===== src/rtl/rrts_pkg.sv =====
// Shared types and constants for the round-robin task scheduler.
package rrts_pkg;

  // Fixed field widths of the command and result words.
  localparam int unsigned ACTION_W = 4;
  localparam int unsigned TASK_W   = 3;
  localparam int unsigned AMOUNT_W = 16;
  localparam int unsigned STATUS_W = 8;
  localparam int unsigned TOTAL_W  = 4;
  localparam int unsigned PARAM_W  = 4;

  // Status byte bits; a status of zero means suspended.
  localparam logic [STATUS_W-1:0] STAT_READY     = 8'h01;
  localparam logic [STATUS_W-1:0] STAT_WAIT_TIME = 8'h02;
  localparam logic [STATUS_W-1:0] STAT_WAIT_SEMA = 8'h04;
  localparam logic [STATUS_W-1:0] STAT_TIMEOUT   = 8'h08;
  localparam int unsigned         PARAM_SHIFT    = 4;

  // Action codes of a command word.
  typedef enum logic [ACTION_W-1:0] {
    ACT_TICK      = 4'd0,
    ACT_YIELD     = 4'd1,
    ACT_DELAY     = 4'd2,
    ACT_WAIT_SEMA = 4'd3,
    ACT_SEND_SEMA = 4'd4,
    ACT_SET_OWN   = 4'd5,
    ACT_SET_TASK  = 4'd6,
    ACT_CREATE    = 4'd7,
    ACT_START     = 4'd8
  } act_e;

  // Sequencer states.
  typedef enum logic [2:0] {
    S_IDLE,
    S_EXEC,
    S_SEND,
    S_TICK,
    S_SEARCH,
    S_OUT_RD,
    S_OUT
  } state_e;

  // Command word.
  typedef struct packed {
    logic [ACTION_W-1:0] action;
    logic [TASK_W-1:0]   task_index;
    logic [AMOUNT_W-1:0] tick_amount;
    logic [STATUS_W-1:0] value;
  } in_t;

  // Result word.
  typedef struct packed {
    logic [TASK_W-1:0]   running_task;
    logic [STATUS_W-1:0] running_status;
    logic                wait_timed_out;
    logic [PARAM_W-1:0]  wait_value;
    logic [TOTAL_W-1:0]  tasks_in_use;
  } out_t;

endpackage


===== src/rtl/rrts_mem.sv =====
// Per-task table: one write port, one registered read port, optional reset-to-zero.
module rrts_mem
  import rrts_pkg::*;
#(
  parameter int unsigned DEPTH     = 8,
  parameter int unsigned WIDTH     = 8,
  parameter bit          CLEAR_RST = 1'b1
) (
  input  logic                     clk_i,
  input  logic                     rst_ni,
  input  logic                     we_i,
  input  logic [$clog2(DEPTH)-1:0] waddr_i,
  input  logic [WIDTH-1:0]         wdata_i,
  input  logic [$clog2(DEPTH)-1:0] raddr_i,
  output logic [WIDTH-1:0]         rdata_o
);

  logic [WIDTH-1:0] mem [DEPTH];
  logic [WIDTH-1:0] rd_q;

  // Storage array and registered read.
  always_ff @(posedge clk_i) begin
    if (we_i) begin
      mem[waddr_i] <= wdata_i;
    end
    rd_q <= mem[raddr_i];
  end

  if (CLEAR_RST) begin : g_clear
    logic [DEPTH-1:0] vld_q;
    logic             rvld_q;

    // Entries never written since reset read as zero.
    always_ff @(posedge clk_i or negedge rst_ni) begin
      if (!rst_ni) begin
        vld_q  <= '0;
        rvld_q <= 1'b0;
      end else begin
        if (we_i) begin
          vld_q[waddr_i] <= 1'b1;
        end
        rvld_q <= vld_q[raddr_i];
      end
    end

    assign rdata_o = rvld_q ? rd_q : '0;
  end else begin : g_plain
    assign rdata_o = rd_q;
  end

endmodule


===== src/rtl/round_robin_task_scheduler_unit.sv =====
// Round-robin task scheduler: command sequencer over the status and wait-counter tables.
// An accepted word passes through S_EXEC, S_OUT_RD and S_OUT before the result strobe;
// a send adds S_SEND, a tick with tasks created adds the counter walk in S_TICK, and a
// search adds S_SEARCH; the walk and the search step through the single read port of
// each table. One word at a time; busy drops as the strobe rises. Reset clears the
// status table, task count and current task.
module round_robin_task_scheduler_unit
  import rrts_pkg::*;
#(
  parameter int unsigned MAX_TASKS  = 8,
  parameter int unsigned TICK_WIDTH = 16
) (
  input  logic clk_i,
  input  logic rst_ni,
  input  logic start,
  output logic busy,
  input  in_t  item_i,
  output logic done_o,
  output out_t result_o
);

  localparam int unsigned CW = $clog2(MAX_TASKS);
  localparam int unsigned TW = $clog2(MAX_TASKS + 1);
  localparam int unsigned NW = TW + 1;

  state_e          state_q, state_d;
  in_t             item_q, item_d;
  logic [CW-1:0]   cur_q, cur_d;
  logic [TW-1:0]   total_q, total_d;
  logic [TW-1:0]   ti_q, ti_d;
  logic            p_vld_q, p_vld_d;
  logic [CW-1:0]   p_idx_q, p_idx_d;
  logic [CW-1:0]   iss_q, iss_d;
  logic            chk_vld_q, chk_vld_d;
  logic [CW-1:0]   chk_task_q, chk_task_d;
  logic [TW-1:0]   ex_q, ex_d;
  out_t            res_q, res_d;
  logic            done_q, done_d;

  logic                  st_we, ct_we;
  logic [CW-1:0]         st_waddr, ct_waddr, raddr;
  logic [STATUS_W-1:0]   st_wdata, st_rdata;
  logic [TICK_WIDTH-1:0] ct_wdata, ct_rdata;

  // Status table, cleared by reset.
  rrts_mem #(
    .DEPTH     (MAX_TASKS),
    .WIDTH     (STATUS_W),
    .CLEAR_RST (1'b1)
  ) u_status (
    .clk_i   (clk_i),
    .rst_ni  (rst_ni),
    .we_i    (st_we),
    .waddr_i (st_waddr),
    .wdata_i (st_wdata),
    .raddr_i (raddr),
    .rdata_o (st_rdata)
  );

  // Wait counter table, undefined until written.
  rrts_mem #(
    .DEPTH     (MAX_TASKS),
    .WIDTH     (TICK_WIDTH),
    .CLEAR_RST (1'b0)
  ) u_count (
    .clk_i   (clk_i),
    .rst_ni  (rst_ni),
    .we_i    (ct_we),
    .waddr_i (ct_waddr),
    .wdata_i (ct_wdata),
    .raddr_i (raddr),
    .rdata_o (ct_rdata)
  );

  // Next round-robin candidate: wraps to task 1 past the last created task.
  function automatic logic [CW-1:0] nxt_task(input logic [CW-1:0] x,
                                              input logic [TW-1:0] tot);
    logic [NW-1:0] p;
    p = NW'(x) + NW'(1);
    if (p >= NW'(tot)) begin
      return CW'(1);
    end
    return CW'(p);
  endfunction

  // Control registers.
  always_ff @(posedge clk_i or negedge rst_ni) begin
    if (!rst_ni) begin
      state_q   <= S_IDLE;
      cur_q     <= '0;
      total_q   <= '0;
      ti_q      <= '0;
      p_vld_q   <= 1'b0;
      chk_vld_q <= 1'b0;
      ex_q      <= '0;
      done_q    <= 1'b0;
    end else begin
      state_q   <= state_d;
      cur_q     <= cur_d;
      total_q   <= total_d;
      ti_q      <= ti_d;
      p_vld_q   <= p_vld_d;
      chk_vld_q <= chk_vld_d;
      ex_q      <= ex_d;
      done_q    <= done_d;
    end
  end

  // Payload registers.
  always_ff @(posedge clk_i) begin
    item_q     <= item_d;
    p_idx_q    <= p_idx_d;
    iss_q      <= iss_d;
    chk_task_q <= chk_task_d;
    res_q      <= res_d;
  end

  // Sequencer: next state, table accesses and result.
  always_comb begin
    logic [CW-1:0]         tgt;
    logic                  tgt_ok;
    logic [TICK_WIDTH-1:0] ticks;
    logic [TICK_WIDTH-1:0] ct_dec;
    logic [CW-1:0]         nx;
    logic                  go_search;

    tgt    = CW'(item_q.task_index);
    tgt_ok = 32'(item_q.task_index) < 32'(MAX_TASKS);
    ticks  = TICK_WIDTH'(item_q.tick_amount);
    ct_dec = (ct_rdata != '0) ? ct_rdata - TICK_WIDTH'(1) : ct_rdata;
    nx     = nxt_task(iss_q, total_q);
    go_search = 1'b0;

    state_d    = state_q;
    item_d     = item_q;
    cur_d      = cur_q;
    total_d    = total_q;
    ti_d       = ti_q;
    p_vld_d    = 1'b0;
    p_idx_d    = p_idx_q;
    iss_d      = iss_q;
    chk_vld_d  = chk_vld_q;
    chk_task_d = chk_task_q;
    ex_d       = ex_q;
    res_d      = res_q;
    done_d     = 1'b0;

    st_we    = 1'b0;
    st_waddr = cur_q;
    st_wdata = '0;
    ct_we    = 1'b0;
    ct_waddr = cur_q;
    ct_wdata = ticks;
    raddr    = cur_q;

    case (state_q)
      S_IDLE: begin
        if (start) begin
          item_d  = item_i;
          state_d = S_EXEC;
        end
      end

      S_EXEC: begin
        state_d = S_OUT_RD;
        case (item_q.action)
          ACT_TICK: begin
            ti_d = '0;
            if (total_q == '0) begin
              go_search = 1'b1;
            end else begin
              state_d = S_TICK;
            end
          end
          ACT_YIELD: begin
            go_search = 1'b1;
          end
          ACT_DELAY: begin
            ct_we     = 1'b1;
            st_we     = 1'b1;
            st_wdata  = STAT_WAIT_TIME;
            go_search = 1'b1;
          end
          ACT_WAIT_SEMA: begin
            if (total_q != '0) begin
              st_we     = 1'b1;
              st_wdata  = STAT_WAIT_SEMA | ((ticks != '0) ? STAT_WAIT_TIME : '0);
              ct_we     = (ticks != '0);
              go_search = 1'b1;
            end
          end
          ACT_SEND_SEMA: begin
            if (tgt_ok) begin
              raddr   = tgt;
              state_d = S_SEND;
            end
          end
          ACT_SET_OWN: begin
            if (32'(cur_q) < 32'(total_q)) begin
              st_we     = 1'b1;
              st_wdata  = item_q.value;
              go_search = 1'b1;
            end
          end
          ACT_SET_TASK: begin
            if (32'(item_q.task_index) < 32'(total_q)) begin
              st_we     = 1'b1;
              st_waddr  = tgt;
              st_wdata  = item_q.value;
              go_search = 1'b1;
            end
          end
          ACT_CREATE: begin
            if (tgt_ok) begin
              st_we    = 1'b1;
              st_waddr = tgt;
              st_wdata = item_q.value;
              ct_we    = 1'b1;
              ct_waddr = tgt;
              ct_wdata = '0;
              if (32'(total_q) < 32'(item_q.task_index) + 32'd1) begin
                total_d = TW'(32'(item_q.task_index) + 32'd1);
              end
            end
          end
          ACT_START: begin
            cur_d = CW'(1);
          end
          default: begin
          end
        endcase
      end

      // Send completes only for a task that waits on a semaphore.
      S_SEND: begin
        if ((st_rdata & STAT_WAIT_SEMA) != '0) begin
          st_we    = 1'b1;
          st_waddr = tgt;
          st_wdata = (STATUS_W'(item_q.value[PARAM_W-1:0]) << PARAM_SHIFT) | STAT_READY;
        end
        state_d = S_OUT_RD;
      end

      // Counter walk: read one task per cycle, update the one read before.
      S_TICK: begin
        if (ti_q < total_q) begin
          raddr   = CW'(ti_q);
          p_vld_d = 1'b1;
          p_idx_d = CW'(ti_q);
          ti_d    = ti_q + TW'(1);
        end
        if (p_vld_q) begin
          if ((st_rdata & STAT_WAIT_TIME) != '0) begin
            ct_we    = 1'b1;
            ct_waddr = p_idx_q;
            ct_wdata = ct_dec;
            if (ct_dec == '0) begin
              st_we    = 1'b1;
              st_waddr = p_idx_q;
              st_wdata = STAT_TIMEOUT | STAT_READY;
            end
          end
          if (32'(p_idx_q) + 32'd1 == 32'(total_q)) begin
            go_search = 1'b1;
          end
        end
      end

      // Ready search: one candidate read per cycle, checked in the cycle after its read.
      S_SEARCH: begin
        if (chk_vld_q && ((st_rdata & STAT_READY) != '0)) begin
          cur_d   = chk_task_q;
          state_d = S_OUT_RD;
        end else if (chk_vld_q && (ex_q >= total_q)) begin
          cur_d   = '0;
          state_d = S_OUT_RD;
        end else begin
          if (chk_vld_q) begin
            ex_d = ex_q + TW'(1);
          end
          raddr      = nx;
          chk_task_d = nx;
          chk_vld_d  = 1'b1;
          iss_d      = nx;
        end
      end

      S_OUT_RD: begin
        raddr   = cur_q;
        state_d = S_OUT;
      end

      // Build the result word from the running task's status.
      S_OUT: begin
        res_d.running_task   = TASK_W'(cur_q);
        res_d.running_status = st_rdata & ~STAT_TIMEOUT;
        res_d.wait_timed_out = (st_rdata & STAT_TIMEOUT) != '0;
        res_d.wait_value     = st_rdata[PARAM_SHIFT +: PARAM_W];
        res_d.tasks_in_use   = TOTAL_W'(total_q);
        done_d               = 1'b1;
        state_d              = S_IDLE;
      end

      default: begin
        state_d = S_IDLE;
      end
    endcase

    if (go_search) begin
      iss_d     = cur_q;
      chk_vld_d = 1'b0;
      ex_d      = '0;
      state_d   = S_SEARCH;
    end
  end

  assign busy     = (state_q != S_IDLE);
  assign done_o   = done_q;
  assign result_o = res_q;

endmodule


===== config.mk =====
export PLATFORM = sky130hd
export DESIGN_NAME = round_robin_task_scheduler_unit
export DESIGN_NICKNAME = d
export VERILOG_FILES = /design/src/rtl/rrts_pkg.sv /design/src/rtl/rrts_mem.sv /design/src/rtl/round_robin_task_scheduler_unit.sv
export SDC_FILE = /design/constraint.sdc
export NUM_CORES = 1
export LEC_CHECK = 0
export BUFFER_PORTS_ARGS = -buffer_cell sky130_fd_sc_hd__buf_2
export CORE_ASPECT_RATIO = 2
export CORE_UTILIZATION = 30
export DETAILED_ROUTE_END_ITERATION = 8
export REMOVE_ABC_BUFFERS = 1
export SYNTH_ARGS = -nofsm -noshare
export SYNTH_HDL_FRONTEND = slang
export SYNTH_HIERARCHICAL = 1
export SYNTH_SLANG_ARGS = --single-unit

===== constraint.sdc =====
create_clock -name clk_i -period 7.5 [get_ports clk_i]
set_clock_uncertainty 0.1 [all_clocks]
set_input_delay 1.875 -clock clk_i [delete_from_list [all_inputs] [get_ports clk_i]]
set_output_delay 1.875 -clock clk_i [all_outputs]
set_load 0.05 [all_outputs]

==> impl_summary.md, run 1 <==
Outcome
The flow ran to the end, and the final reports show no timing, DRC or antenna violations.

Worst setup path
The type of destination of the critical path is a flip-flop. The largest single stage delay on the critical path is 1.03 ns. The worst register-to-register path begins at u_count/rdata_o[0].

The worst endpoint data arrival time is 5.31 ns. In this run the worst path has a maximum fanout of 9. Across all register-to-register paths, the minimum setup slack is 2.25 ns. The endpoint of the most critical register-to-register path is u_status/mem[7][3]. The type of the setup path with the least slack is flip-flop to flip-flop.

The worst endpoint required time is 7.56 ns. The number of buffers and inverters on the critical path is 1. The category of cells accounting for the largest share of critical-path delay is compound AO/OA/AOI/OAI gates. The critical path startpoint category is a flip-flop.

The slowest stage of the critical path belongs to the cell a211oi_1. Measured in cells, the most critical reg-to-reg path has a length of 11. Walking the worst path, the cells encountered are inv_1 -> ha_1 -> nor4b_4 -> nand4_1 -> o311a_1 -> a211o_1 -> a211oi_4 -> nor3_1 -> a211oi_1 -> nand2_1 -> nor2_1.

Synth
The synthesized area per cell is 16.0 sq um. After synthesis, flip-flops and latches occupy 65.6% of the total area. After synthesis the netlist holds a flip-flop and latch count of 301. The mapped cell area is 13200 sq um.

The number of warnings reported in the yosys synthesis log is 6. The synthesized instance count is 825. The top flip-flop cell by instance count after synthesis is edfxtp_1. The count of distinct cell types in the synthesized netlist is 69. The number of enable-type register cells in the synthesized netlist is 247. The proportion of synthesized flip-flops having asynchronous set or reset is 9.97%.

Hold path
The worst hold path terminates at u_status/g_clear.vld_q[2]. The path class of the tightest hold or removal check is flip-flop to flip-flop. The number of cells traversed by the worst hold path is 1. The startpoint of the tightest hold check path is u_status/g_clear.vld_q[2].

Clock network
The clock-pin slew of the registers on the worst-case setup and hold paths is 0.07 ns. CTS saw 301 sinks. After clock tree synthesis, the repair step resized 0 gates. The number of clock buffers inserted by TritonCTS is 27. Once the clock tree was built, the setup fixing pass inserted 0 buffers. The number of hold buffers added after CTS was 0. The H-tree depth is 1.

The number of buffers on the longest clock path is 3. TritonCTS built the clock tree. At the later pin of the worst-skew pair, clock insertion delay measures 0.56 ns. The clock root buffer is clkbuf_16.

Finish
Leaving out fill and tap cells, the most frequent cells in the layout are edfxtp_1 (247), buf_2 (54), nand2_1 (53). Counting the fill cells in the layout gives 4092. The final layout contains 944 nets. The post-route netlist has 18.9% of its cells at a drive strength greater than 1.

Summing all non-filler instances in the final layout gives an area of 15000 sq um. The total area of multi-input combinational cells is 4320 sq um. The number of antenna diodes in the final layout is 0. The commonest non-fill, non-tap cell in the layout is edfxtp_1. Across the whole layout, storage elements account for 8650 sq um. The area growth from synthesis to layout is 13.8%.

Placement
At the placement stage, the worst setup path has a slack of 2.24 ns. The cell area after placement is 14100 sq um. The last weighted congestion value of the routability-driven placer is 0.848. The placed wire-length estimate after detailed placement is 21.6 mm. Port buffering added 54 buffers.

Drt
The number of vias after detailed routing is 7426. The number of design rule violations left after detail routing is 0. The average vias per placed instance is 5.10. The remaining antenna violation count after routing is 0. After detailed routing, the average wire length per cell comes to 21.2 microns. The routed design has 30.9 mm of wire. The number of design-rule violations left by the first detailed-router iteration is 631.

The first-pass iteration count of the detailed router is 7.

STA
The max-slew violation count is 0. The final total negative setup slack is 0 ns. The smallest setup slack after layout is 2.25 ns. At the pin with the least slew margin, the transition time is 1.26 ns. The worst max-slew margin expressed relative to the limit is 15.7%.

Setup repair after global routing left no endpoint under its margin. The shortest clock period the worst path allows after layout is 5.25 ns. The number of hold violations in the final report is 0.

Based on the critical path, the design can be clocked at up to 190 MHz. The setup-violating endpoint count in the final report is 0. In the finished design, the share of the clock period the worst path needs comes to 70.0%.

Floorplan
The die outline area is 44800 sq um. Pin placement for this block handled 56 I/O pins. The number of rows created at floorplan is 108. The effective utilization at floorplan is 30.4%.

The die is 298 microns tall. In this run the standard cell core region covers 43400 sq um. From left edge to right edge, the die measures 150 microns.

GRT
The number of antenna violations at the first check in global routing is 0. The total overflow left after global routing is 0. The via count of the first global-routing pass was 7744. The total routing resource utilization after global routing is 14.2%. The first global-routing pass estimated 47.0 mm of wire.

Entering global routing, the biggest net connects 51 pins.

Pwr
Power spread over the standard cell area amounts to 379 nW/um^2. The worst ir drop on vdd is 0.488 mV. The static leakage power is 5.08 nW.

Flow run
Across the run, the number of max-cap violations was 0.
-- kinds of logic after synthesis --
family	after synthesis	synth area share, %
muxes	90	13.2
adders and majority gates	25	2.37
other	1	0.0284
xor gates and xnor gates	20	1.33
and+or+nand+nor	200	8.04
DFF	301	65.6
buffers and inverters	61	2.39
AOI/OAI and AO/OA	127	7.08
-- flip-flops by register name, indices dropped and copies added (netlist names) --
name	flops
ex_q	4
state_q	3
p_idx_q	3
u_status/g_clear.vld_q	8
iss_q	3
u_count/rdata_o	16
u_status/mem	64
chk_task_q	3
ti_q	4
u_status/g_clear.rvld_q	1
u_status/rd_q	8
cur_q	3
u_count/mem	128
chk_vld_q	1
p_vld_q	1
done_o	1
total_q	4
item_q	31
result_o	15
-- power by group --
| part | switching, mW | internal, mW |
|---|---|---|
| Clock | 0.629 | 0.724 |
| Sequential | 0.271 | 2.07 |
| Combinational | 1.06 | 0.929 |
| Total | 1.96 | 3.72 |
-- how the worst max path moves through the flow --
stage                     cells after the start                       to               start
final                                        11       u_status/mem[7][3]  u_count/rdata_o[0]
after global routing                         11       u_status/mem[7][3]  u_count/rdata_o[0]
after CTS                                    11       u_status/mem[7][3]  u_count/rdata_o[0]
after detailed placement                     11       u_status/mem[7][5]  u_count/rdata_o[0]
after global placement                       11       u_status/mem[3][3]  u_count/rdata_o[0]
after floorplan                               9  u_status/g_clear.rvld_q          total_q[0]
-- synth_stat cells, types with 6 or more instances --
cell	instances	area, sq um
a21o_1	8	60.1
a21oi_1	21	105
a22o_1	20	175
and2_1	16	100
and3_1	7	43.8
buf_4	6	45.0
buf_6	6	67.6
clkbuf_1	20	75.1
dfrtp_1	30	751
dfxtp_1	24	480
edfxtp_1	247	7420
ha_1	25	313
inv_1	21	78.8
mux2_2	28	315
mux2i_1	12	120
mux4_1	46	1210
nand2_1	53	199
nand2b_1	13	81.3
nand3_1	9	45.0
nand4_1	8	50.1
nor2_1	36	135
nor3_1	17	85.1
nor4_1	13	81.3
o21ai_0	25	125
xnor2_1	13	114
xor2_1	7	61.3
-- metrics by stage --
step	std cells	utilization, %	hold slack (ns)	power [mW]
global route	1455	34.6	0.391	5.98
floorplan	785	-	0.328	3.82
global placement	1405	32.5	0.342	4.34
CTS	1455	34.6	0.368	5.73
detailed placement	1406	32.6	0.351	4.38
finish	1455	34.6	0.367	5.68
-- worst register-to-register path, cell delays in order, from the launching register on --
cell and delay (ns):
dfxtp_1 0.37, inv_1 0.11, ha_1 0.17, nor4b_4 0.40
nand4_1 0.48, o311a_1 0.29, a211o_1 0.32, a211oi_4 0.45
nor3_1 0.10, a211oi_1 1.03, nand2_1 0.28, nor2_1 0.76
-- layer usage --
metal | vias to the layer above | part of all wire [%] | track usage (%)
li1 | 3401 | - | -
met1 | 3788 | 36 | 14.7
met2 | 174 | 56 | 27.4
met3 | 63 | 3.5 | 1.76
met4 | 0 | 4.2 | 6.59
met5 | - | 0 | 0
-- cell type report --
| type | count | share of cell area (%) |
|---|---|---|
| clock buffer | 30 | 4.71 |
| clock inverter | 19 | 1.03 |
| inverter | 21 | 0.526 |
| multi-input combinational | 463 | 28.8 |
| sequential | 301 | 57.7 |
| tap | 550 | 4.59 |
| timing repair buffer | 71 | 2.65 |
No activity file was read; power rests on OpenSTA's default activity.
==> run 2: changes to the inputs <==
ABC_AREA = 1   (was default)
clock period = 5.45 ns   (was 7.5 ns; I/O delays follow)
==> run 2 against run 1 <==
Utilization decreased by 0.24 points. Sequential cell count unchanged. Sequential share of layout area down 3.7 points. Register-to-register slack worse by 0.73 ns. Design area grew 6.8%. First-iteration DRC count shrank 5.2%. Cell count rose by 53%. Non-clock buffer count fell by 1. Power grew 56%. Global-route usage rose by 1.2 points. Critical endpoint is now u_status/rd_q[4]. Largest power group is now combinational logic.
==> impl_summary.md, run 2 <==
GRT
The via count of the first global-routing pass is 10354. The total routing resource utilization after global routing is 15.4%. The wire length of the first global-routing pass is 56.4 mm. The largest net degree at the start of global routing is 102. After global routing the overflow that remains totals 0. The number of antenna violations at the first check in global routing was 0.

Flow run
The number of violations of the max-capacitance limit is 0.

Synth
By area the synthesized netlist is led by edfxtp_1 (52%), nand2_1 (12%), inv_1 (7.8%). The synthesized netlist devotes 5.41% of its cell area to compound gates. The number of flip-flops and latches in the synthesized netlist is 301. The most instantiated library cell after synthesis is nand2_1. The synthesized area per cell is 9.31 sq um. The count of distinct cell types in the synthesized netlist is 45. The dominant combinational cell family by area after synthesis is simple AND/OR/NAND/NOR gates. Summed over its instances, the top area cell type makes up 52.2% of the synthesized netlist area. Counting flops with a built-in enable in the synthesized netlist gives 247. After Yosys synthesis, full adders, half adders and majority gates account for 2.20% of the synthesized area. The Yosys step of the flow raised 6 warnings. The synthesized netlist devotes 0.555% of its cell area to XOR and XNOR gates. The synthesized design spends more area on one cell type than any other, namely edfxtp_1. The area fraction in and, or, nand and nor cells after synthesis is 20.5%. For this run, the leading register cell type out of synthesis is edfxtp_1. The fraction of synthesized area in multiplexers is 0%. Summing the sequential cell areas from Yosys gives 60.9% of the chip area. After synthesis the cells add up to 14200 sq um. Ranked by instance count, the synthesized netlist is headed by nand2_1 (453), inv_1 (297), edfxtp_1 (247). Counting flops with an async set or reset pin after synthesis yields a share of 9.97%. Synthesis produced 1526 cells.

Worst setup path
The slowest stage of the critical path is the nor2_1 cell. Traced cell by cell, the critical path runs through inv_1 -> ha_1 -> a21boi_0 -> o211ai_1 -> nand2_1 -> nor2_1 -> inv_1 -> o32ai_1 -> a21oi_1 -> o211ai_1 -> buf_12 -> inv_4 -> nand2_1 -> nand3_1 -> nand2_1 -> nand2_1 -> nand2_1. The critical path's most frequent cell is nand2_1. The type of the setup path with the least slack is flip-flop to flip-flop. The type of destination of the critical path is a flip-flop. In this run the worst path has a maximum fanout of 101. The critical path startpoint category is a flip-flop. Data on the critical path is required at its endpoint by 5.85 ns. The category of cells accounting for the largest share of critical-path delay is buffers and inverters. At the worst endpoint, the arrival time is 4.33 ns. The number of buffers and inverters on the critical path is 4. The highest cell delay on the worst timing path is 0.45 ns.

Pwr
For this design the ratio of total power to cell area is 554 nW/um^2. Across the VDD grid, the largest voltage drop is 0.622 mV. For this design the static power due to leakage is 7.13 nW. The total power consumption of the routed design is 8.87 mW.

Clock network
The number of setup buffers added after CTS is 0. The number of clock sinks is 301. In this run the number of H-tree levels came out at 1. Counting along the longest clock path gives a buffer depth of 3. Clock-pin slew was measured on the worst setup and hold paths at 0.07 ns. The CTS tree is done.

At the later pin of the worst-skew pair, clock insertion delay measures 0.56 ns. The number of clock buffers inserted by TritonCTS is 28. The clock root buffer is clkbuf_16. After clock tree synthesis, the flow added hold-fix buffers numbering 0. The post-CTS resize count is 0.

STA
The actual transition at the worst max-transition pin is 1.15 ns. The achievable clock frequency is 255 MHz. Setup violations remaining at the end of the flow were counted as 0. The max-slew violation count is 0. Setup repair after global routing left no endpoint under its margin. The shortest clock period the worst path allows after layout is 3.93 ns. The number of hold violations in the final report is 0. The share of the clock period used by the worst path is 72.1%. In this run the tightest slew margin relative to its limit is 22.7%.

Setup total negative slack on the finished layout was measured at 0 ns.

Finish
The largest registers in the layout are u_count/mem (128), u_status/mem (64), item_q (31). Counting flops per register, the top entry is u_count/mem. The post-route netlist has 9.36% of its cells at a drive strength greater than 1. The register with the most flip-flops in the layout has 128 of them. From synthesis to final layout, the design area changed by 12.8%. The number of filler instances in the final layout is 4679.

The post-route non-filler standard cell count is 2230. The final-stage net count is 1640. Leaving out fill and tap cells, the most frequent cell in the layout is nand2_1.

The final instance area is 16000 sq um. The top cell types in the final layout, fill and taps aside, are nand2_1 (453), inv_1 (297), edfxtp_1 (247). The diode insertion count for antenna repair is 0.

Floorplan
The die is 156 microns wide. The die outline area is 48300 sq um. The initial utilization of the core area, before any placement, comes to 30.4%. The number of rows created at floorplan is 112. The floorplan step set the die height to 310 microns.

The number of placed I/O pins is 56. The core region area is 46700 sq um.

Placement
In this run the cell area measured after placement is 15100 sq um. The number of placed instances, taps included, is 2178. The count of buffers inserted at the top-level ports is 54. The placed wire-length estimate after detailed placement is 25.1 mm. The last weighted congestion value of the routability-driven placer is 0.892.

Outcome
The flow ran to the end, and the final reports show no timing, DRC or antenna violations.

Drt
The detailed-route wire length is 36.3 mm. For this run, design rule violations remaining after detail routing come to 0. Dividing the detail-routed via count by the number of cells gives 4.57.

The number of design-rule violations left by the first detailed-router iteration is 598. The remaining antenna violation count after routing is 0. The number of vias after detailed routing is 10187. The routed length per placed instance is 16.3 microns. For this run, the detailed router's first-pass iteration total came to 5.

Hold path
The class of the tightest hold or removal check is flip-flop to flip-flop.
[run 2: changes by cell type in the layout (fill, tap and decap cells not counted), moves of 20 or more]
cell,previous run,this run
a22o_1,20,0
inv_1,21,297
nand3_1,9,132
nor2_1,35,83
nand2_1,53,453
mux2_2,28,0
o21ai_0,25,58
mux4_1,46,0
[run 2: cell type report]
cell class	count	area [sq um]	area share (%)
Multi-Input combinational cell	874	4100	25.6
Inverter	306	1150	7.20
Clock inverter	11	104	0.648
Timing Repair Buffer	70	403	2.51
Clock buffer	41	831	5.19
Tap cell	627	785	4.90
Sequential cell	301	8650	54.0
[run 2: kinds of logic (layout without fill, tap and decap cells)]
| logic type | after synthesis | after routing |
|---|---|---|
| DFF | 301 | 301 |
| xor gates and xnor gates | 9 | 9 |
| and+or+nand+nor | 705 | 705 |
| AOI/OAI and AO/OA | 134 | 134 |
| other | 1 | 1 |
| adders and majority gates | 25 | 25 |
| buffers and inverters | 351 | 428 |
[run 2: final timing paths]
path,startpoint,end,slack [ns],cells after the start
setup / recovery,total_q[1],u_status/rd_q[4],1.52,17
max in group asynchronous,rst_ni,ex_q[0],3.92,1
hold / removal,u_status/g_clear.vld_q[0],u_status/g_clear.vld_q[0],0.36,2
setup reg to reg,total_q[1],u_status/rd_q[4],1.52,17
min in group asynchronous,rst_ni,u_status/g_clear.vld_q[0],0.80,1
hold reg to reg,u_status/g_clear.vld_q[0],u_status/g_clear.vld_q[0],0.36,2
[run 2: per-stage QoR]
| stage | setup slack (ns) | utilization, % | hold WS [ns] |
|---|---|---|---|
| global route | 1.20 | 34.3 | 0.376 |
| floorplan | -1.62 | - | 0.327 |
| CTS | 1.55 | 34.3 | 0.368 |
| global placement | 1.57 | 32.3 | 0.342 |
| finish | 1.52 | 34.3 | 0.364 |
| detailed placement | 1.57 | 32.3 | 0.353 |
[run 2: metal layers]
layer	share of wire (%)	GRT usage [%]	vias to the layer above	routed length, microns
li1	-	-	4981	-
met1	36	15.4	4808	13100
met2	55	29.6	295	19800
met3	4.3	2.26	103	1570
met4	5.0	8.73	0	1820
met5	0	0	-	0
[run 2: worst reg2reg max path: stages (launching register included)]
cell	delay, ns
dfrtp_1	0.41
inv_1	0.26
ha_1	0.28
a21boi_0	0.12
o211ai_1	0.17
nand2_1	0.15
nor2_1	0.45
inv_1	0.20
o32ai_1	0.15
a21oi_1	0.10
o211ai_1	0.24
buf_12	0.44
inv_4	0.35
nand2_1	0.13
nand3_1	0.08
nand2_1	0.11
nand2_1	0.06
nand2_1	0.08
[run 2: power by group]
part	total [mW]	switching [mW]	internal, mW
clock	1.99	0.842	1.15
combinational	3.77	2.70	1.07
sequential	3.11	0.233	2.88
